<file path="src/hw/rtl/assert_macros.svh">
// Assertion helpers included by the allocator RTL.
`ifndef ASSERT_MACROS_SVH
`define ASSERT_MACROS_SVH

// Check a property on every rising edge of clk outside reset.
`define FFA_ASSERT(lbl, prop, msg) \
  lbl: assert property (@(posedge clk) disable iff (!rst_n) prop) else $error(msg);

// Check a property on every rising edge of clk, also during reset.
`define FFA_ASSERT_ALWAYS(lbl, prop, msg) \
  lbl: assert property (@(posedge clk) prop) else $error(msg);

`endif

</file>
<file path="src/hw/rtl/ffa_ram.sv">
`timescale 1ns / 1ps
module ffa_ram #(
  parameter int WIDTH = 8,
  parameter int DEPTH = 16
) (
  input  logic                     clk,
  input  logic                     we,
  input  logic [$clog2(DEPTH)-1:0] waddr,
  input  logic [WIDTH-1:0]         wdata,
  input  logic [$clog2(DEPTH)-1:0] raddr,
  output logic [WIDTH-1:0]         rdata
);

  logic [WIDTH-1:0] mem [DEPTH];

  // write one entry, read one entry with registered data
  always_ff @(posedge clk) begin
    if (we) begin
      mem[waddr] <= wdata;
    end
    rdata <= mem[raddr];
  end

endmodule

</file>
<file path="config.mk">
export PLATFORM = sky130hd
export DESIGN_NAME = ffa_ram
export DESIGN_NICKNAME = d
export VERILOG_FILES = /design/src/hw/rtl/assert_macros.svh /design/src/hw/rtl/ffa_ram.sv
export SDC_FILE = /design/constraint.sdc
export NUM_CORES = 1
export LEC_CHECK = 0
export BUFFER_PORTS_ARGS = -buffer_cell sky130_fd_sc_hd__buf_2
export CAP_MARGIN = 30
export CORE_UTILIZATION = 54
export CTS_CLUSTER_DIAMETER = 80
export DETAILED_ROUTE_END_ITERATION = 12
export PLACE_DENSITY_LB_ADDON = 0.2
export SLEW_MARGIN = 20
export SYNTH_ARGS = -nofsm -noshare
export SYNTH_HDL_FRONTEND = slang
export SYNTH_SLANG_ARGS = --single-unit
</file>
<file path="constraint.sdc">
create_clock -name clk -period 1.5 [get_ports clk]
set_clock_uncertainty 0.05 [all_clocks]
set_input_delay 0.075 -clock clk [delete_from_list [all_inputs] [get_ports clk]]
set_output_delay 0.075 -clock clk [all_outputs]
set_load 0.005 [all_outputs]
</file>
==> impl_results.md, run 1 <==
- Vias in the first global route: 2,568
- Synth area leaders: edfxtp_1 75%, mux4_2 7.9%, mux4_1 7.1%, dfxtp_1 3.1%, a22oi_1 2.3%
- Max IR drop VDD: 0.000824 V
- Min Tclk post-route: 1.43 ns
- Register area share after synthesis: 0.778
- Global-route wire length before repair: between 10,000 and 15,000 um
- Count leader, synth: edfxtp_1
- Psw: 1.84 mW
- Routability congestion estimate: 0.738
- Worst reg2reg path startpoint: mem[3][3]
- TritonCTS buffer count: 17
- Area leader, netlist: edfxtp_1
- Max Root-Sink Buffers: 2
- Setup TNS Final: 0 ns
- Cell at the slowest stage of the critical path: mux4_1
- Post-synthesis async set-or-reset flop share: 0
- Syn Std Cell Area: 5150 um2
- Synth Flop Type: edfxtp_1
- Status: completed
- Sw Share: 0.212
- Placement Rows: 35
- Syn. warnings: 0
- TritonCTS clock tree: yes
- Seq pwr share: 0.493
- Die area: 9930 um2
- Worst path arrival time: 1.77 ns
- DRC Markers: 0
- Pin count of the biggest net entering global routing: 22
- Worst EP required: 1.85 ns
- Hold Crit Depth: 3
- Die W: 99.6 um
- CP endpoint kind: flip-flop
- CP cell instances: mux4_1, a22oi_1, nand2_1
- Grt met1 use: 0.282
- Syn nets: around 250
- Worst slew pin tran: 0.714 ns
- Pwr Density: approximately 1400 nW/um2
- Global routing's busiest layer: met2
- Leakage: 2.14 nW
- Via density: roughly 5.6
- Yosys cell types: 19
- Share of layout cells above drive strength 1: 0.319
- Final HPWL DP: around 6000 um
- MaxCap Viol Count: 0
- Effective utilization at floorplan: 0.557
- Tcrit/Tclk final: 0.952
- Nets@finish: between 300 and 400
- Drt pass-1 iters: 4
- GR Overflow Total: 0
- Worst-path fanout max: 1
- DRT iter0 DRCs: 104
- Worst Path Buf+Inv: 0
- CORE AREA: 9240 um2
- WHS Endpoint: mem[0][3]
- H-Tree Depth: 4
- GRT met2 Usage: 0.360
- Combinational share of power: 0.047
- Top cells by count, synth: 128 x edfxtp_1, 18 x mux4_2, 16 x a22oi_1
- Worst Hold Class: in2reg
- I/O Buffers: 25
- Peak Freq: 700 MHz
- Clk Latency, worst-skew pair: 0.51 ns
- CTS resizes: 0
- Crit path largest cell delay: between 0.5 and 0.6 ns
- Ant diodes: 0
- R2r worst-path depth: 3
- Synth top area share: 0.747
- Final setup viols: 0
- Fin. Hold Viols: 0
- Die Y: 99.6 um
- Setup CP Type: reg2reg
- M3 GR Usage: 0.0583
- Global Route Usage Sum: 0.219
- WL/cell: 22.0 um
- Layout fillers: 615
- Origin of the worst min-delay path: waddr[0]
- Worst Setup Start Kind: flip-flop
- Tot Pwr: 8.68 mW
- P_int: 6.84 mW
- CTS Root Cell: clkbuf_8
- #FFs+latches synth: between 100 and 150
- DRT Wirelength: 9580 um
- FF-to-FF setup slack: around 0.072 ns
- Final Max Slew Viols: 0
- Num ports: 26
- ANT nets after route: 0
- Post-synthesis instance total: 229
- Worst flop-to-flop path endpoint: rdata[3]
- Number of synthesized flops with an enable pin: approximately 130
- Clock-pin slew on the worst setup and hold paths: 0.06 ns
- Initial antenna violation count: 0
- Crit path max-delay family: multiplexers
- RSZ-0062 raised after global routing: no
- Synthesis-to-layout area growth: 20.6%
- Clk pwr share: 0.460
- Max_slew headroom: 0.523
- Syn_area_per_cell: 22.5 um2
- Total clock sinks: 136
- Via count: 2,456
repair_timing:
action / CTS / global route
hold buffers: 8 / 0
setup endpoints to repair: 0 / 0
buffers inserted: 0 / 0
endpoints found under the hold margin: 128 / 0
flip-flops by register name, indices dropped and copies added, names as in the netlist:
name   count
mem      128
rdata      8
worst max-delay path by stage:
| stage | from | endpoint | slack [ns] | depth (start not counted) |
|---|---|---|---|---|
| after floorplan | waddr[2] | mem[3][0] | 0.11 | 2 |
| after global placement | raddr[0] | rdata[4] | -0.03 | 5 |
| after CTS | mem[3][4] | rdata[4] | 0.05 | 3 |
| final | mem[3][3] | rdata[3] | 0.07 | 3 |
| after detailed placement | raddr[0] | rdata[4] | -0.03 | 5 |
| after global routing | mem[3][3] | rdata[3] | 0.01 | 3 |
per-layer routing:
metal  vias up  part of all wire
met4         0             0.014
met5         -                 0
met2        73              0.52
met3        11             0.047
li1       1106                 -
met1      1266              0.42
per-stage QoR:
step                      cells   util  area [um2]  worst slack (ns)  hold WS [ns]
after global placement      396  0.601        5550           -0.0262         0.410
after detailed placement    396  0.601        5550           -0.0344         0.404
after global routing        436  0.672        6210            0.0125        0.0759
final                       436  0.672        6210            0.0723        0.0581
after floorplan             229      -        5150             0.109         0.124
after CTS                   436  0.672        6210            0.0477        0.0411
tightest hold or removal path, delay by kind of cell:
| kind | cells | cell delay [ns] |
|---|---|---|
| buffers and inverters | 2 | 0.31 |
| and+or+nand+nor | 1 | 0.05 |
cells by family (layout without fill, tap and decap cells):
group	Yosys count	in the layout	share of synthesized area
buffers and inverters	10	88	0.0168
AO/OA/AOI/OAI	16	16	0.0233
flip-flops	136	136	0.778
AND/OR/NAND/NOR	35	35	0.0318
multiplexers	32	32	0.150
cell type report:
cell class | count | area [um2] | share of cell area
flip-flops and latches | 136 | 4000 | 0.645
multi-input cells | 83 | 1060 | 0.171
clock buffers | 17 | 414 | 0.0667
repair buffers | 56 | 403 | 0.0649
clock inverters | 15 | 165 | 0.0266
well taps | 129 | 161 | 0.0260
power by group through the flow:
stage	Sequential (mW)	Combinational, mW	Clock [mW]
after floorplan	4.35	0.216	0
after global placement	4.35	0.386	0
after detailed placement	4.36	0.395	0
after CTS	4.28	0.414	4.05
after global routing	4.28	0.439	4.21
final	4.28	0.406	4.00
placed cells by master, fill, tap and decap left out:
| master | instances |
|---|---|
| mux4_2 | 18 |
| mux4_1 | 14 |
| clkinv_4 | 3 |
| nor3_2 | 1 |
| inv_6 | 6 |
| or3b_2 | 1 |
| bufinv_16 | 2 |
| inv_8 | 1 |
| nor3_1 | 3 |
| clkbuf_16 | 16 |
| dlygate4sd3_1 | 8 |
| clkinv_1 | 2 |
| and2b_1 | 1 |
| buf_4 | 21 |
| nand2_1 | 9 |
| clkinvlp_4 | 1 |
| edfxtp_1 | 128 |
| and2_1 | 1 |
| nand3b_1 | 2 |
| nor2b_1 | 1 |
| nand3_1 | 1 |
| nor2_1 | 13 |
| buf_2 | 25 |
| a22oi_1 | 16 |
| clkbuf_8 | 1 |
| dfxtp_1 | 8 |
| buf_12 | 2 |
| nand2b_1 | 2 |
Power figures use the tool's default switching activity.
==> inputs of run 2 (changes only) <==
Clock period 1.5 ns to 1.2 ns, I/O delays scaled along.
==> run 2 against run 1 <==
  * The run now ends with setup timing left
  * Count of clock-buffer cells in the layout is 1 higher
  * Combinational power is 48% higher
  * Via count is 4.5% higher
  * Sequential cell count stayed put
  * Setup slack worse by 0.24 ns
  * Wire length is 8.2% higher
  * Register-to-register slack worse by 0.24 ns
  * Cell area is 2.8% higher
  * Sequential share of layout area is 1.7 points lower
  * Clock power is 23% higher
  * Sequential power is 25% higher
  * Cell count is 3.0% higher
  * Critical path type unchanged
  * Largest cell class unchanged
==> impl_results.md, run 2 (synthesis gave the netlist of run 1 again) <==
- Peak Freq: 729 MHz
- GR Overflow Total: 0
- DRT iter0 DRCs: 248
- Worst Hold Class: in2reg
- Crit path largest cell delay: ~0.5 ns
- CP cell instances: mux4_2, a22oi_2, nand2_1
- Final Max Slew Viols: 0
- Final worst slack: -0.172 ns
- Die W: 99.6 um
- Cell at the slowest stage of the critical path: mux4_2
- TritonCTS buffer count: 17
- Die Y: 99.6 um
- Vias in the first global route: 2,720
- Initial antenna violation count: 0
- Via count: approximately 2,600
- Clk Latency, worst-skew pair: between 0.5 and 0.6 ns
- TritonCTS clock tree: yes
- Max IR drop VDD: 0.000884 V
- I/O Buffers: 25
- RSZ-0062 raised after global routing: yes
- Routability congestion estimate: 0.713
- H-Tree Depth: 4
- Pin count of the biggest net entering global routing: 20
- Total clock sinks: 136
- Share of layout cells above drive strength 1: 0.425
- Effective utilization at floorplan: 0.557
- Worst reg2reg path startpoint: mem[10][6]
- Worst slew pin tran: 0.895 ns
- Via density: around 5.7
- Worst path arrival time: 1.72 ns
- DRC Markers: 0
- Leakage: 2.17 nW
- Worst-path fanout max: 1
- Drt pass-1 iters: 4
- Worst Setup Start Kind: flip-flop
- Die area: 9930 um2
- MaxCap Viol Count: 0
- Layout fillers: ~600
- DRT Wirelength: 10,400 um
- WL/cell: 23.1 um
- Reg with most FFs: mem
- Failing checks: setup timing
- Max Root-Sink Buffers: 2
- Commonest non-fill, non-tap cell in the layout: edfxtp_1
- Synthesis-to-layout area growth: 24.0%
- Max_slew headroom: 0.401
- Worst EP required: 1.55 ns
- ANT nets after route: 0
- Largest register FFs: ~130
- Clock-pin slew on the worst setup and hold paths: 0.06 ns
- CP endpoint kind: flip-flop
- Worst slack, placed: -0.405 ns
- CTS Root Cell: clkbuf_8
- Origin of the worst min-delay path: waddr[1]
- Tcrit/Tclk final: 1.14
- # placed instances: a little over 400
- Pwr Density: 1700 nW/um2
- Most frequent cells in the layout: 128 x edfxtp_1, 29 x mux4_2, 29 x buf_4
- Num ports: 26
- CORE AREA: roughly 9200 um2
- Min Tclk post-route: 1.37 ns
- Setup CP Type: reg2reg
- Global-route wire length before repair: about 16,000 um
- Nets@finish: between 300 and 400
- Worst Setup SP: mem[10][6]
- Placement Rows: 35
- Status: finished with violations
- Fin. Hold Viols: 0
- Global Route Usage Sum: 0.242
- Final HPWL DP: 6540 um
- Top Registers: mem: 128 flops, rdata: 8 flops
- Ant diodes: 0
- Final setup viols: 8
- Non-filler cells, final: 449
## run 2: path summary, 6_finish.rpt
check / cells after the start / slack, ns / to
min reg2reg: 3 / 0.63 / rdata[4]
max reg2reg: 3 / -0.17 / rdata[6]
max: 3 / -0.17 / rdata[6]
min: 3 / 0.04 / mem[0][5]
## run 2: through the flow
| stage | TNS, ns | instance area, um2 | hold WS, ns | power (mW) | util |
|---|---|---|---|---|---|
| global route | -1.29 | 6380 | 0.0389 | 11.2 | 0.691 |
| global placement | -4.90 | 5740 | 0.391 | 5.98 | 0.621 |
| floorplan | -0.437 | 5190 | 0.109 | 5.71 | - |
| CTS | -1.02 | 6390 | 0.0200 | 10.9 | 0.691 |
| detailed placement | -6.27 | 5740 | 0.385 | 6.00 | 0.621 |
| finish | -0.946 | 6380 | 0.0355 | 10.9 | 0.691 |
## run 2: critical path: cells and delay by family (launching register included)
kind	cells	cell delay (ns)
muxes	1	0.50
and+or+nand+nor	1	0.08
DFF	1	0.39
AOI/OAI and AO/OA	1	0.23
## run 2: final cells by class
type / count / area (um2) / share of cell area
Clock buffer: 18 / 418 / 0.0655
Multi-Input combinational cell: 83 / 1090 / 0.170
Tap cell: 129 / 161 / 0.0253
Sequential cell: 136 / 4000 / 0.627
Timing Repair Buffer: 69 / 563 / 0.0882
Clock inverter: 14 / 149 / 0.0233
## run 2: repair_timing
action,in CTS,in global routing
setup buffers,0,0
endpoints found under the setup margin,8,8
cloned,0,0
endpoints found under the hold margin,128,0
hold buffers,8,0
pin swaps,9,0
resized for setup,17,1
## run 2: routing by layer
metal  share of wire  GRT usage  vias up
li1                -          -     1124
met1            0.38      0.312     1305
met2            0.53      0.394      122
met3           0.075     0.0632       16
met4           0.017      0.104        0
met5               0          0        -
## run 2: power breakdown
part / total (mW) / internal [mW] / leakage (nW) / switching [mW]
clock: 4.92 / 2.96 / 0.268 / 1.95
sequential: 5.35 / 5.31 / 1.22 / 0.0347
combinational: 0.600 / 0.289 / 0.677 / 0.311
total: 10.9 / 8.56 / 2.17 / 2.30
==> inputs of run 3 (changes only) <==
--- a/config.mk
+++ b/config.mk
@@ -6,7 +6,8 @@
 export NUM_CORES = 1
 export LEC_CHECK = 0
+export ABC_AREA = 1
 export BUFFER_PORTS_ARGS = -buffer_cell sky130_fd_sc_hd__buf_2
 export CAP_MARGIN = 30
-export CORE_UTILIZATION = 54
+export CORE_UTILIZATION = 55
 export CTS_CLUSTER_DIAMETER = 80
 export DETAILED_ROUTE_END_ITERATION = 12
==> constraint.sdc (replaced) <==
create_clock -name clk -period 1.2 [get_ports clk]
set_clock_uncertainty 0.05 [all_clocks]
set_input_delay 0.3 -clock clk [delete_from_list [all_inputs] [get_ports clk]]
set_output_delay 0.3 -clock clk [all_outputs]
set_load 0.005 [all_outputs]
==> run 3 against run 2 <==
  * The flow still finishes with violations (setup timing)
  * First-iteration DRC count grew 61%
  * Wire length up 21%
  * Count of clock-buffer cells in the layout is 1 higher
  * Via count is 51% higher
  * Sequential cell count unchanged
  * Cell count is 67% higher
  * Sequential power barely moved
  * Global-route usage grew 1.3 points
  * Fmax increased by 4.1%
  * Clock power grew 7.9%
  * Area after synthesis grew 12%
  * Worst hold slack improved by 0.028 ns
  * Critical endpoint is now rdata[1]
==> impl_results.md, run 3 <==
- Status: finished with violations
- Failing checks: setup timing
- CORE AREA: 10,200 um2
- Routability congestion estimate: around 0.80
- Largest register FFs: 128
- Placement Rows: 37
- Die area: 10,900 um2
- Leakage: 2.97 nW
- Final Max Slew Viols: 0
- Worst flop-to-flop path endpoint: rdata[0]
- CP cell instances: buf_2
- Max Root-Sink Buffers: 2
- Tcrit/Tclk final: 1.10
- Worst path arrival time: 0.97 ns
- DRT Wirelength: 12,600 um
- Crit path max-delay family: flip-flops
- Fin. Hold Viols: 0
- Most frequent cells in the layout: 173 x nand2_1, 128 x edfxtp_1, 100 x inv_1
- Fin area: 6820 um2
- Crit path largest cell delay: 0.32 ns
- Via count: 3,878
- Global-route wire length before repair: 20,300 um
- Worst slew pin tran: 0.422 ns
- Final HPWL DP: 8030 um
- Non-filler cells, final: approximately 750
- Global Route Usage Sum: 0.255
- WL/cell: 16.8 um
- Area leader, netlist: edfxtp_1
- Share of layout cells above drive strength 1: 0.158
- Tot Pwr: 11.3 mW
- Synth area leaders: edfxtp_1 67%, nand2_1 11%, nand3_1 8.4%, inv_1 6.5%, dfxtp_1 2.8%
- CTS Root Cell: clkbuf_8
- Syn_area_per_cell: approximately 10 um2
- Min Tclk post-route: roughly 1.3 ns
- Origin of the worst min-delay path: raddr[3]
- Syn Std Cell Area: between 5000 and 6000 um2
- Final setup viols: 8
- GR Overflow Total: 0
- Post-synthesis instance total: 551
- Synthesis-to-layout area growth: 18.2%
- Die Y: 104 um
- Final worst slack: -0.118 ns
- Max IR drop VDD: 0.00144 V
- Reg with most FFs: mem
- Worst Setup Start Kind: flip-flop
- Nets@finish: 618
- Post-synthesis async set-or-reset flop share: 0
- TritonCTS buffer count: 17
- Pwr Density: 1660 nW/um2
- Total clock sinks: 136
- Cell at the slowest stage of the critical path: dfxtp_2
- Number of synthesized flops with an enable pin: 128
- Worst EP required: 0.85 ns
- #FFs+latches synth: 136
- Syn nets: 569
- Peak Freq: around 760 MHz
- RSZ-0062 raised after global routing: yes
- WHS Endpoint: rdata[4]
- CTS Hold Bufs: 0
- Synth Flop Type: edfxtp_1
- ANT nets after route: 0
- Initial antenna violation count: 0
- Placed cell area: 6200 um2
- Num ports: 26
- Commonest non-fill, non-tap cell in the layout: nand2_1
- Syn. warnings: 0
- Pin count of the biggest net entering global routing: 55
- Hold_ws: 0.0638 ns
- Setup repair bufs after CTS: 0
- Clock-pin slew on the worst setup and hold paths: 0.06 ns
- H-Tree Depth: 4
- DRT iter0 DRCs: 400
- Layout fillers: 770
- Ant diodes: 0
- Worst-path fanout max: 1
- Top cells by count, synth: 173 x nand2_1, 128 x edfxtp_1, 100 x inv_1
- Vias in the first global route: ~3,800
- R2r worst-path depth: 6
- # placed instances: around 720
- Top Registers: mem: 128 flops, rdata: 8 flops
- CP endpoint kind: output pin
- Yosys cell types: 12
- Clk Latency, worst-skew pair: 0.52 ns
- FF-to-FF setup slack: between 0.1 and 0.15 ns
- Die W: 104 um
- Count leader, synth: nand2_1
- Setup CP Type: reg2out
- Via density: 5.18
- Max_slew headroom: 0.718
- DRC Markers: 0
- Worst Hold Class: in2reg
- Worst Path Buf+Inv: 1
- MaxCap Viol Count: 0
- Worst reg2reg path startpoint: mem[1][0]
- Register area share after synthesis: 0.694
- Fin util: 0.666
- TritonCTS clock tree: yes
- Drt pass-1 iters: 6
- Synth top area share: 0.667
- Hold Crit Depth: 3
- I/O Buffers: 25
- Effective utilization at floorplan: 0.564
[run 3: metrics by stage]
step	setup slack (ns)	TNS, ns
after floorplan	-0.101	-8.04
after global placement	-0.211	-14.60
after detailed placement	-0.225	-18.92
after CTS	-0.147	-0.990
after global routing	-0.148	-1.10
final	-0.118	-0.778
[run 3: worst max path at each step]
stage | from | to | slack (ns) | depth (start not counted)
2_1_floorplan | waddr[2] | mem[10][0] | -0.10 | 2
3_3_place_gp | raddr[0] | rdata[7] | -0.21 | 8
3_5_place_dp | raddr[0] | rdata[7] | -0.23 | 8
4_1_cts | rdata[1] | rdata[1] | -0.15 | 1
5_1_grt | rdata[1] | rdata[1] | -0.15 | 1
6_report | rdata[1] | rdata[1] | -0.12 | 1
[run 3: timing repair]
| action | 4_1_cts | 5_1_grt |
|---|---|---|
| endpoints found under the hold margin | 0 | 0 |
| resized for setup | 3 | 1 |
| endpoints found under the setup margin | 8 | 8 |
[run 3: report_power, final]
part / internal (mW) / total (mW) / switching (mW) / leakage (nW)
Sequential: 5.31 / 5.35 / 0.0318 / 1.22
Combinational: 0.226 / 0.686 / 0.460 / 1.46
Clock: 3.41 / 5.31 / 1.90 / 0.286
Total: 8.95 / 11.3 / 2.39 / 2.97
[run 3: area by class of cell]
cell class / instances / area [um2] / area share
flip-flops and latches: 136 / 4010 / 0.588
clock buffers: 19 / 432 / 0.0633
repair buffers: 54 / 418 / 0.0613
inverters: 102 / 383 / 0.0562
multi-input cells: 289 / 1230 / 0.180
clock inverters: 13 / 178 / 0.0261
well taps: 136 / 170 / 0.0250
[run 3: kinds of logic after synthesis]
| group | count (synthesis) | synth area share |
|---|---|---|
| simple gates | 289 | 0.210 |
| buf+inv | 126 | 0.0952 |
| flops | 136 | 0.694 |
[run 3: layer usage]
metal  vias up  GRT usage  wire length [um]
li1       1871          -                 -
met1      1809      0.360              5440
met2       178      0.376              5840
met3        20     0.0670              1060
met4         0      0.110               238
met5         -          0                 0
[run 3: worst reg2reg max path: cells and delay by family, from the launching register on]
| kind | cells | cell delay, ns |
|---|---|---|
| buffers and inverters | 1 | 0.08 |
| DFF | 1 | 0.37 |
| and+or+nand+nor | 5 | 0.45 |
