`config.mk`:
```
export PLATFORM = sky130hd
export DESIGN_NAME = ffa_div
export DESIGN_NICKNAME = d
export VERILOG_FILES = /design/src/hw/rtl/assert_macros.svh /design/src/hw/rtl/ffa_pkg.sv /design/src/hw/rtl/ffa_div.sv
export SDC_FILE = /design/constraint.sdc
export NUM_CORES = 1
export LEC_CHECK = 0
export ABC_AREA = 0
export BUFFER_PORTS_ARGS = -buffer_cell sky130_fd_sc_hd__buf_2
export CAP_MARGIN = 20
export CELL_PAD_IN_SITES_DETAIL_PLACEMENT = 0
export CELL_PAD_IN_SITES_GLOBAL_PLACEMENT = 1
export CORE_UTILIZATION = 35
export DETAILED_ROUTE_END_ITERATION = 10
export GPL_ROUTABILITY_DRIVEN = 1
export MAX_ROUTING_LAYER = met4
export PLACE_DENSITY = 0.73
export SYNTH_ARGS = -nofsm -noshare
export SYNTH_HDL_FRONTEND = slang
export SYNTH_SLANG_ARGS = --single-unit
```
`constraint.sdc`:
```
create_clock -name clk -period 2.85 [get_ports clk]
set_input_delay 0.57 -clock clk [delete_from_list [all_inputs] [get_ports clk]]
set_output_delay 0.57 -clock clk [all_outputs]
set_load 0.03 [all_outputs]
```
`src/hw/rtl/assert_macros.svh`:
```
// Assertion helpers included by the allocator RTL.
`ifndef ASSERT_MACROS_SVH
`define ASSERT_MACROS_SVH

// Check a property on every rising edge of clk outside reset.
`define FFA_ASSERT(lbl, prop, msg) \
  lbl: assert property (@(posedge clk) disable iff (!rst_n) prop) else $error(msg);

// Check a property on every rising edge of clk, also during reset.
`define FFA_ASSERT_ALWAYS(lbl, prop, msg) \
  lbl: assert property (@(posedge clk) prop) else $error(msg);

`endif

```
`src/hw/rtl/ffa_pkg.sv`:
```
`timescale 1ns / 1ps
package ffa_pkg;

  localparam int ARENA_UNITS = 4096;
  localparam int ADDR_W      = 12;
  localparam int SIZE_W      = 13;
  localparam int NEED_W      = 18;
  localparam int BYTES_W     = 20;
  localparam int UNIT_SHIFT  = 3;
  localparam int STEP_W      = 13;

  localparam logic [SIZE_W-1:0] GROWTH_RESET = 13'd1024;
  localparam logic [SIZE_W-1:0] ARENA_TOP    = 13'd4096;
  localparam logic [STEP_W-1:0] WALK_LIMIT   = 13'd4097;

  localparam logic KIND_ALLOC = 1'b0;
  localparam logic KIND_FREE  = 1'b1;
  localparam logic STATUS_OK  = 1'b0;
  localparam logic STATUS_OOM = 1'b1;

  typedef enum logic [3:0] {
    ST_INIT,
    ST_IDLE,
    ST_A_START,
    ST_A_FIRST,
    ST_W_EVAL,
    ST_SPLIT2,
    ST_G_START,
    ST_G_DIV,
    ST_G_WAIT,
    ST_R_START,
    ST_R_EVAL,
    ST_R_RDB,
    ST_R_RDNX,
    ST_R_WP
  } st_t;

  typedef struct packed {
    logic              start;
    logic [NEED_W-1:0] dividend;
    logic [NEED_W-1:0] divisor;
  } div_req_t;

endpackage

```
`src/hw/rtl/ffa_div.sv`:
```
`timescale 1ns / 1ps
module ffa_div
  import ffa_pkg::*;
(
  input  logic              clk,
  input  logic              rst_n,
  input  div_req_t          req,
  output logic              done,
  output logic [NEED_W-1:0] quotient
);

  localparam logic [4:0] BITS = 5'(NEED_W);

  logic [NEED_W:0]   rem_r, rem_nxt;
  logic [NEED_W-1:0] quo_r, quo_nxt;
  logic [4:0]        cnt_r, cnt_nxt;
  logic              done_r, done_nxt;
  logic [NEED_W:0]   shifted;

  // one quotient bit per cycle, restoring
  always_comb begin
    rem_nxt  = rem_r;
    quo_nxt  = quo_r;
    cnt_nxt  = cnt_r;
    done_nxt = 1'b0;
    shifted  = {rem_r[NEED_W-1:0], quo_r[NEED_W-1]};
    if (req.start) begin
      rem_nxt = '0;
      quo_nxt = req.dividend;
      cnt_nxt = BITS;
    end else if (cnt_r != 5'd0) begin
      if (shifted >= {1'b0, req.divisor}) begin
        rem_nxt = shifted - {1'b0, req.divisor};
        quo_nxt = {quo_r[NEED_W-2:0], 1'b1};
      end else begin
        rem_nxt = shifted;
        quo_nxt = {quo_r[NEED_W-2:0], 1'b0};
      end
      cnt_nxt  = cnt_r - 5'd1;
      done_nxt = (cnt_r == 5'd1);
    end
  end

  always_ff @(posedge clk) begin
    if (!rst_n) begin
      cnt_r  <= '0;
      done_r <= 1'b0;
    end else begin
      cnt_r  <= cnt_nxt;
      done_r <= done_nxt;
    end
    rem_r <= rem_nxt;
    quo_r <= quo_nxt;
  end

  assign done     = done_r;
  assign quotient = quo_r;

endmodule

```
==> impl_metrics.ini, run 1 <==
[critical_path]
critPathKind = reg2reg
arrival_ns = 2.94
r2r_cells = 11
crit_slowest_cell = edfxtp_1
required_ns = 3.06
start_kind = flip-flop
worstSetupEndpointType = flip-flop
crit_fanout = 4
path_cells = inv_2, ha_4, inv_2, fa_2, a211o_4, a211o_4, a221oi_2, nor2b_1, o21ai_1, o311ai_1, a311oi_1
max_stage_delay_ns = 0.42

[clocking]
cts_hold_buf = 0
cts_root_buffer = clkbuf_8
clkLatencyLatePin_ns = 0.30
cts_tree = built
path_clk_slew_ns = 0.09
cts_buffer_depth = 2
h-tree-depth = 2
numCtsBuffers = 5
clock_sinks = 42

[yosys]
async_reset_ff_frac = 0
synth_compound_area_frac = 0.231
synthFlopType = dfxtp_1
synth_seq_cells = 42
synth-simple-area-share = 0.123
synthAdderAreaFrac = 0.0954
synthMuxAreaShare = 0.0914
mappedNetlistArea_um2 = 2830
synth_top_area_cell = edfxtp_1
ys_types = 56
synthesis.nets = 356
synth_top_family_by_area = compound AO/OA/AOI/OAI gates
synth_xor_area_frac = 0.0464
synth_area_leaders = edfxtp_1, dfxtp_1, ha_1
synth_commonest_cells = nand2_1, dfxtp_1, inv_1
synth_edf_count = 18
syn_inst = 296
synth.avg_cell_area_um2 = 9.57
synth_top_area_frac = 0.191
yosysSeqAreaShare = 0.360
yosysWarnings = 0
synth.most_common_cell = nand2_1

[floorplanning]
coreArea_um2 = 7770
die_w_um = 92.0
initial_core_util = 0.365
die_height_um = 92.0
fp-row-count = 32
fp.dieArea_um2 = 8460
io_pins = 58

[layout]
nNetsFinal = 426
syn2layout_area_growth_pct = 22.3
insertedDiodeCount = 0
final_cells = 469
nFillCells = 789
layout-drive-gt1-share = 0.346

[pwr]
internal_power_mw = 1.22
p_leak_nw = 1.53
irDropWorstVdd_uv = 210
p_comb_frac = 0.391
switchingPower_uw = 705
p_seq_frac = 0.401
p_sw_frac = 0.366
powerDensity_nw_per_um2 = 556
pwr-share-clk = 0.207
total_power_mw = 1.93

[detailed_routing]
drt_pass1_iterations = 4
dr.first_iter.drc_count = 75
vias_per_cell = 5.13
totalWireLength_um = 6740
post_drt_wl_per_cell_um = 14.4
vias = 2408
ant_nets = 0
drc_errors = 0

[global_routing]
gr-total-overflow = 0
use_met3 = 0.0257
grt_use_met2 = 0.266
use_met1 = 0.233
grt_pass1_wl_um = 11300
antenna_found_initial = 0
gr-usage-all-layers = 0.173
grt_pass1_vias = 2347
grt_max_degree = 23
busiest_layer = met2

[timing]
finalCriticalPeriod_ns = 2.73
fin_ws_ns = 0.117
report.final.slew_viol_count = 0
fmax_mhz = 366
period_share = 0.959
setup-tns-final_ns = 0
timing.slew.headroom = 0.542
rsz0062_at_grt = true
setup_violations = 0
tightest_slew_ns = 0.686
hold_viol = 0
fin_skew_ns = 0.00818

[placed_design]
io_buffers = 57
placedCellCount = 459
dp_hpwl_um = 5090
place_ws_ns = -0.0764
finalWeightedCongestion = 0.828

[worst_hold_path]
holdCritPathClass = reg2reg
min_delay_path_depth = 2

[outcome]
outcome = finished clean

[job]
drv_cap = 0
==> worst paths after layout <==
check | start | to | slack [ns]
setup / recovery | quotient[17] | rem_r[10] | 0.12
hold / removal | rem_r[13] | rem_r[13] | 0.51
setup reg to reg | quotient[17] | rem_r[10] | 0.12
hold reg to reg | rem_r[13] | rem_r[13] | 0.51
==> power groups by stage <==
| stage | clock network, mW | registers [mW] | logic [mW] |
|---|---|---|---|
| final | 0.400 | 0.774 | 0.755 |
| after CTS | 0.415 | 0.774 | 0.736 |
| after floorplan | 0 | 0.869 | 0.438 |
| after global placement | 0 | 0.784 | 0.725 |
| after global routing | 0.440 | 0.787 | 0.833 |
| after detailed placement | 0 | 0.788 | 0.729 |
==> what timing repair did <==
action,CTS,global route
setup buffers,0,2
endpoints found under the setup margin,0,5
gates resized for setup,0,8
==> through the flow <==
stage | utilization | area (um^2) | hold WS, ns
floorplan | - | 2830 | 0.458
detailed placement | 0.429 | 3330 | 0.494
global placement | 0.429 | 3330 | 0.484
global route | 0.446 | 3470 | 0.537
CTS | 0.440 | 3420 | 0.508
finish | 0.446 | 3470 | 0.511
==> cell families (layout without fill, tap and decap cells) <==
group                      Yosys count  after routing
xor gates and xnor gates            15             15
DFF                                 42             42
and+or+nand+nor                     76             76
AOI/OAI and AO/OA                   85             85
adders and majority gates           21             21
muxes                               22             22
buffers and inverters               35            106
==> cells in the final DEF (no fill, tap or decap), types with 6 or more instances in the layout <==
cell	instances
mux2_2	18
nor2_1	22
nand2_1	33
edfxtp_1	18
xnor2_1	12
o21ai_0	10
a211oi_1	7
buf_2	57
dfxtp_1	24
inv_1	21
buf_4	16
a311oi_1	7
ha_1	19
a21oi_1	17
a32oi_1	6
==> worst max-delay path: cells and delay by family (launching register included) <==
family	cells	cell delay [ns]
flops	1	0.42
simple gates	1	0.09
buf+inv	2	0.13
fa+ha+maj	2	0.48
compound gates	6	1.52
==> metal layers <==
layer	part of all wire	vias up
met1	0.48	1127
li1	-	1224
met2	0.47	49
met3	0.037	8
met4	0.016	0
met5	0	-
==> final cells by class <==
class	count	area (um^2)	share of cell area
clock buffer	5	68.8	0.0199
sequential	42	1020	0.295
tap	102	128	0.0368
multi-input combinational	219	1700	0.489
inverter	23	86.3	0.0249
timing repair buffer	75	445	0.129
clock inverter	3	21.3	0.00614
==> state kept, by name, indices dropped and copies added (netlist names) <==
name	flops
quotient	18
done	1
rem_r	18
cnt_r	5
Note: power is estimated with default switching activity, not from simulation.
==> inputs of run 2 (changes only) <==
--- a/config.mk
+++ b/config.mk
@@ -5,7 +5,7 @@
 export SDC_FILE = /design/constraint.sdc
 export NUM_CORES = 1
 export LEC_CHECK = 0
-export ABC_AREA = 0
+export ABC_AREA = 1
 export BUFFER_PORTS_ARGS = -buffer_cell sky130_fd_sc_hd__buf_2
 export CAP_MARGIN = 20
 export CELL_PAD_IN_SITES_DETAIL_PLACEMENT = 0
@@ -14,7 +14,7 @@
 export DETAILED_ROUTE_END_ITERATION = 10
 export GPL_ROUTABILITY_DRIVEN = 1
 export MAX_ROUTING_LAYER = met4
-export PLACE_DENSITY = 0.73
+export PLACE_DENSITY = 0.76
 export SYNTH_ARGS = -nofsm -noshare
 export SYNTH_HDL_FRONTEND = slang
 export SYNTH_SLANG_ARGS = --single-unit
==> run 2 against run 1 <==
Against the previous run:
- the run now ends with DRC left
- area after synthesis grew 14%
- wire length grew 15%
- hold slack lost 0.054 ns
- global-route usage grew 0.20 points
- via count grew 22%
- register-to-register slack gained 0.37 ns
- non-clock buffer count shrank 13
- utilization shrank 2.5 points
- die area grew 13%
- combinational power grew 55%
- flip-flop and latch count is the same
- sequential power grew 5.4%
- critical path type unchanged
- critical endpoint is now quotient[14]
==> impl_metrics.ini, run 2 <==
[outcome]
outcome = complete, but fails checks
failed_checks = DRC

[detailed_routing]
totalWireLength_um = 7750
vias = 2947
vias_per_cell = 4.66
drt_pass1_iterations = 7
ant_nets = 0
post_drt_wl_per_cell_um = 12.3
drc_errors = 6
dr.first_iter.drc_count = 139

[global_routing]
gr-usage-all-layers = 0.175
grt_pass1_wl_um = 13200
antenna_found_initial = 0
gr-total-overflow = 0
grt_max_degree = 28
grt_pass1_vias = 2833

[timing]
tightest_slew_ns = 0.898
setup_violations = 0
period_share = 0.828
fin_skew_ns = 0.00657
timing.slew.headroom = 0.398
setup-tns-final_ns = 0
report.final.slew_viol_count = 0
rsz0062_at_grt = false
finalCriticalPeriod_ns = 2.36
hold_viol = 0
whs_ns = 0.457
fmax_mhz = 424

[layout]
layout-drive-gt1-share = 0.202
insertedDiodeCount = 0
syn2layout_area_growth_pct = 14.9
mostFrequentLayoutCells = nand2_1, inv_1, buf_2
nFillCells = 944
ff_latch_area_um2 = 1020
design_area_um2 = 3700
final_common_cell = nand2_1
multiInputGateArea_um2 = 1830
nNetsFinal = 583

[floorplanning]
fp-row-count = 34
die_height_um = 98.0
io_pins = 58
fp.dieArea_um2 = 9600
initial_core_util = 0.366
die_w_um = 98.0
coreArea_um2 = 8810

[clocking]
cts_hold_buf = 0
cts_root_buffer = clkbuf_8
numCtsBuffers = 5
postCtsSetupBuffers = 0
clkLatencyLatePin_ns = 0.31
cts_tree = built
cts_buffer_depth = 2
h-tree-depth = 2
path_clk_slew_ns = 0.08
cts-resized-gates = 0
clock_sinks = 42

[critical_path]
path_cells = inv_1, ha_1, nand2_1, nor2_1, inv_1, nor2_1, clkinv_1
crit_fanout = 27
required_ns = 2.63
crit_slowest_cell = clkinv_1
max_stage_delay_ns = 0.72
arrival_ns = 2.14
r2r-end = quotient[14]
start_kind = flip-flop
worstReg2RegStart = cnt_r[0]
r2r_cells = 7
critPathKind = reg2reg
worstSetupEndpointType = flip-flop
rrSetupSlack_ns = 0.49

[yosys]
synth_top_area_frac = 0.193
yosysSeqAreaShare = 0.317
mappedNetlistArea_um2 = 3220
ys_types = 40
synth_seq_cells = 42
async_reset_ff_frac = 0
synth_top_area_cell = nand2_1
synth_commonest_cells = nand2_1, inv_1, nand3_1
syn_inst = 463
synthFlopType = dfxtp_1
synth_edf_count = 18
synth.most_common_cell = nand2_1
yosysWarnings = 0
synth_area_leaders = nand2_1, edfxtp_1, dfxtp_1
synthesis.nets = 523
synth.avg_cell_area_um2 = 6.96

[worst_hold_path]
holdCritPathClass = reg2reg
hold_end = done
min_delay_path_depth = 1
hold_start = cnt_r[4]

[job]
drv_cap = 0

[pwr]
powerDensity_nw_per_um2 = 645
irDropWorstVdd_uv = 189
p_leak_nw = 1.98

[placed_design]
dp_hpwl_um = 5910
finalWeightedCongestion = 0.783
io_buffers = 57
place_area_um2 = 3620
-- run 2: cell types whose count changed after synthesis, sizes merged, moves of 22 or more --
cell / previous run / this run
nand3: 2 / 49
nand2: 33 / 174
inv: 23 / 77
mux2: 22 / 0
-- run 2: worst max-delay path by stage --
stage                             from            to  slack, ns  depth (start not counted)
after floorplan           quotient[17]     rem_r[10]       0.74                         14
after global placement          req[0]     rem_r[14]       0.42                         13
after detailed placement        req[0]     rem_r[12]       0.40                         14
after CTS                     cnt_r[0]   quotient[6]       0.44                          7
after global routing          cnt_r[0]      rem_r[7]       0.18                          8
final                         cnt_r[0]  quotient[14]       0.49                          7
-- run 2: kinds of logic (layout without fill, tap and decap cells) --
| logic type | Yosys count | count (layout) | share of synthesized area |
|---|---|---|---|
| fa+ha+maj | 21 | 21 | 0.0838 |
| simple gates | 267 | 267 | 0.388 |
| compound gates | 34 | 34 | 0.0695 |
| buf+inv | 89 | 150 | 0.114 |
| flops | 42 | 42 | 0.317 |
| xor+xnor | 10 | 10 | 0.0272 |
-- run 2: cell type report --
cell class	count	area share
clock buffer	6	0.0196
multi-input combinational	332	0.495
sequential	42	0.276
tap	108	0.0365
timing repair buffer	62	0.0871
inverter	80	0.0824
clock inverter	2	0.00371
-- run 2: stage by stage --
stage	worst slack (ns)	instances	power (mW)	utilization
floorplan	0.745	463	1.75	-
global placement	0.421	624	1.99	0.411
detailed placement	0.399	624	2.00	0.411
CTS	0.437	632	2.42	0.421
global route	0.179	632	2.60	0.421
finish	0.490	632	2.39	0.421
-- run 2: layer usage --
metal | part of all wire | vias up | track usage
met3 | 0.033 | 9 | 0.0215
met5 | 0 | - | -
met1 | 0.49 | 1315 | 0.226
met2 | 0.47 | 46 | 0.286
li1 | - | 1577 | -
met4 | 0.013 | 0 | 0.0524
-- run 2: report_power, final --
group / leakage, nW / switching [mW] / internal [mW]
logic: 1.55 / 0.752 / 0.414
clock network: 0.0452 / 0.234 / 0.174
registers: 0.388 / 0.0643 / 0.752
total: 1.98 / 1.05 / 1.34
-- run 2: critical path: cells and delay by family (launching register included) --
kind,cells,cell delay [ns]
adders and majority gates,1,0.20
buffers and inverters,3,0.91
DFF,1,0.33
and+or+nand+nor,3,0.38
==> inputs of run 3 (changes only) <==
==> constraint.sdc (replaced) <==
create_clock -name clk -period 1.9 [get_ports clk]
set_input_delay 0.38 -clock clk [delete_from_list [all_inputs] [get_ports clk]]
set_output_delay 0.38 -clock clk [all_outputs]
set_load 0.03 [all_outputs]
==> run 3 against run 2 <==
Against the previous run:
- clock-buffer cell count shrank 1
- hold slack lost 0.11 ns
- the flow finishes with violations (DRC, setup timing)
- critical endpoint is now rem_r[16]
- utilization grew 10 points
- cell area grew 24%
- clock skew grew 0.0029 ns
- highest routed layer unchanged
- critical path depth grew 7
- first-iteration DRC count grew 0.72%
- cell count grew 8.1%
- combinational power grew 120%
- register-to-register slack lost 0.54 ns
==> impl_metrics.ini, run 3 (same netlist as run 2, synthesis figures left out) <==
[outcome]
outcome = complete, but fails checks
failed_checks = DRC, setup timing

[detailed_routing]
post_drt_wl_per_cell_um = 12.6
totalWireLength_um = 8630
vias_per_cell = 4.66
ant_nets = 0
vias = 3185
dr.first_iter.drc_count = 140
drc_errors = 6
drt_pass1_iterations = 8

[layout]
nNetsFinal = 634
layout-drive-gt1-share = 0.379
syn2layout_area_growth_pct = 42.3
nFillCells = 884
design_area_um2 = 4590
ff_latch_area_um2 = 1030
multiInputGateArea_um2 = 2260
insertedDiodeCount = 0
mostFrequentLayoutCells = nand2_1, inv_1, buf_2
final_common_cell = nand2_1

[floorplanning]
die_w_um = 98.0
initial_core_util = 0.366
fp-row-count = 34
die_height_um = 98.0
fp.dieArea_um2 = 9600
coreArea_um2 = 8810
io_pins = 58

[clocking]
path_clk_slew_ns = 0.10
h-tree-depth = 2
clkLatencyLatePin_ns = 0.30
cts_root_buffer = clkbuf_8
numCtsBuffers = 5
cts_hold_buf = 0
cts_buffer_depth = 2
clock_sinks = 42
cts_tree = built

[pwr]
p_sw_frac = 0.423
p_leak_nw = 2.27
internal_power_mw = 2.57
pwr-share-clk = 0.145
irDropWorstVdd_uv = 426
powerDensity_nw_per_um2 = 973
p_comb_frac = 0.572
switchingPower_mw = 1.89
p_seq_frac = 0.283

[placed_design]
dp_hpwl_um = 6170
finalWeightedCongestion = 0.803
place_area_um2 = 3980
io_buffers = 57

[timing]
fin_skew_ns = 0.00950
timing.slew.headroom = 0.766
fmax_mhz = 514
whs_ns = 0.342
finalCriticalPeriod_ns = 1.95
setup_violations = 4
period_share = 1.02
rsz0062_at_grt = true
tightest_slew_ns = 0.351
fin_ws_ns = -0.0458
hold_viol = 0
report.final.slew_viol_count = 0

[critical_path]
critPathKind = reg2reg
crit_slowest_cell = edfxtp_1
arrival_ns = 2.15
required_ns = 2.10
max_stage_delay_ns = 0.41
start_kind = flip-flop
worstSetupEndpointType = flip-flop
path_cells = inv_2, ha_4, inv_2, fa_2, inv_2, nor2_4, o21ai_2, nand2_2, nand2_2, nand2_1, nand2_1, nand3_2, nand3_1, nand2_1
crit_fanout = 3
cp_top_family = simple AND/OR/NAND/NOR gates
path_buf_inv = 3

[global_routing]
grt_max_degree = 28
gr-total-overflow = 0
busiest_layer = met2
grt_pass1_vias = 3058
antenna_found_initial = 0
grt_use_met2 = 0.301
use_met1 = 0.244
use_met3 = 0.0251
grt_pass1_wl_um = 14100
gr-usage-all-layers = 0.184

[job]
drv_cap = 0

[worst_hold_path]
holdCritPathClass = in2reg
## run 3: stage by stage
step / utilization / setup TNS (ns) / power (mW) / setup slack [ns] / instances
finish: 0.521 / -0.102 / 4.46 / -0.0458 / 683
global route: 0.521 / -1.05 / 4.80 / -0.184 / 683
CTS: 0.467 / -0.0228 / 4.06 / -0.0192 / 676
detailed placement: 0.452 / -3.04 / 3.37 / -0.202 / 666
global placement: 0.452 / -2.84 / 3.34 / -0.165 / 666
floorplan: - / -0.867 / 2.63 / -0.164 / 463
## run 3: layer usage
layer  up-vias  part of all wire
met4         0            0.0067
met5         -                 0
met1      1445              0.49
li1       1679                 -
met2        55              0.48
met3         6             0.029
## run 3: tightest hold or removal path, cell delays in order
cell and delay (ns):
buf_2 0.07, nand2_1 0.04, nand2_1 0.05
## run 3: worst paths after layout
kind	from	end	slack (ns)	depth (start not counted)
worst min register to register	cnt_r[4]	done	0.46	1
worst max register to register	quotient[17]	rem_r[16]	-0.05	14
worst min-delay path	req[32]	quotient[14]	0.34	3
worst max-delay path	quotient[17]	rem_r[16]	-0.05	14
## run 3: area by class of cell
class | count | area share
Timing Repair Buffer | 111 | 0.165
Sequential cell | 42 | 0.225
Inverter | 80 | 0.0674
Tap cell | 108 | 0.0295
Clock buffer | 5 | 0.0150
Multi-Input combinational cell | 334 | 0.493
Clock inverter | 3 | 0.00546
## run 3: timing repair
action	in CTS	in global routing
setup buffers	3	7
pin swaps	8	28
setup endpoints to repair	8	19
gates cloned	0	3
gates resized for setup	7	78
## run 3: power groups by stage
stage	clock network [mW]	logic, mW	registers [mW]
floorplan	0	1.25	1.38
global placement	0	2.10	1.24
detailed placement	0	2.12	1.24
CTS	0.676	2.17	1.22
global route	0.709	2.81	1.29
finish	0.646	2.55	1.26
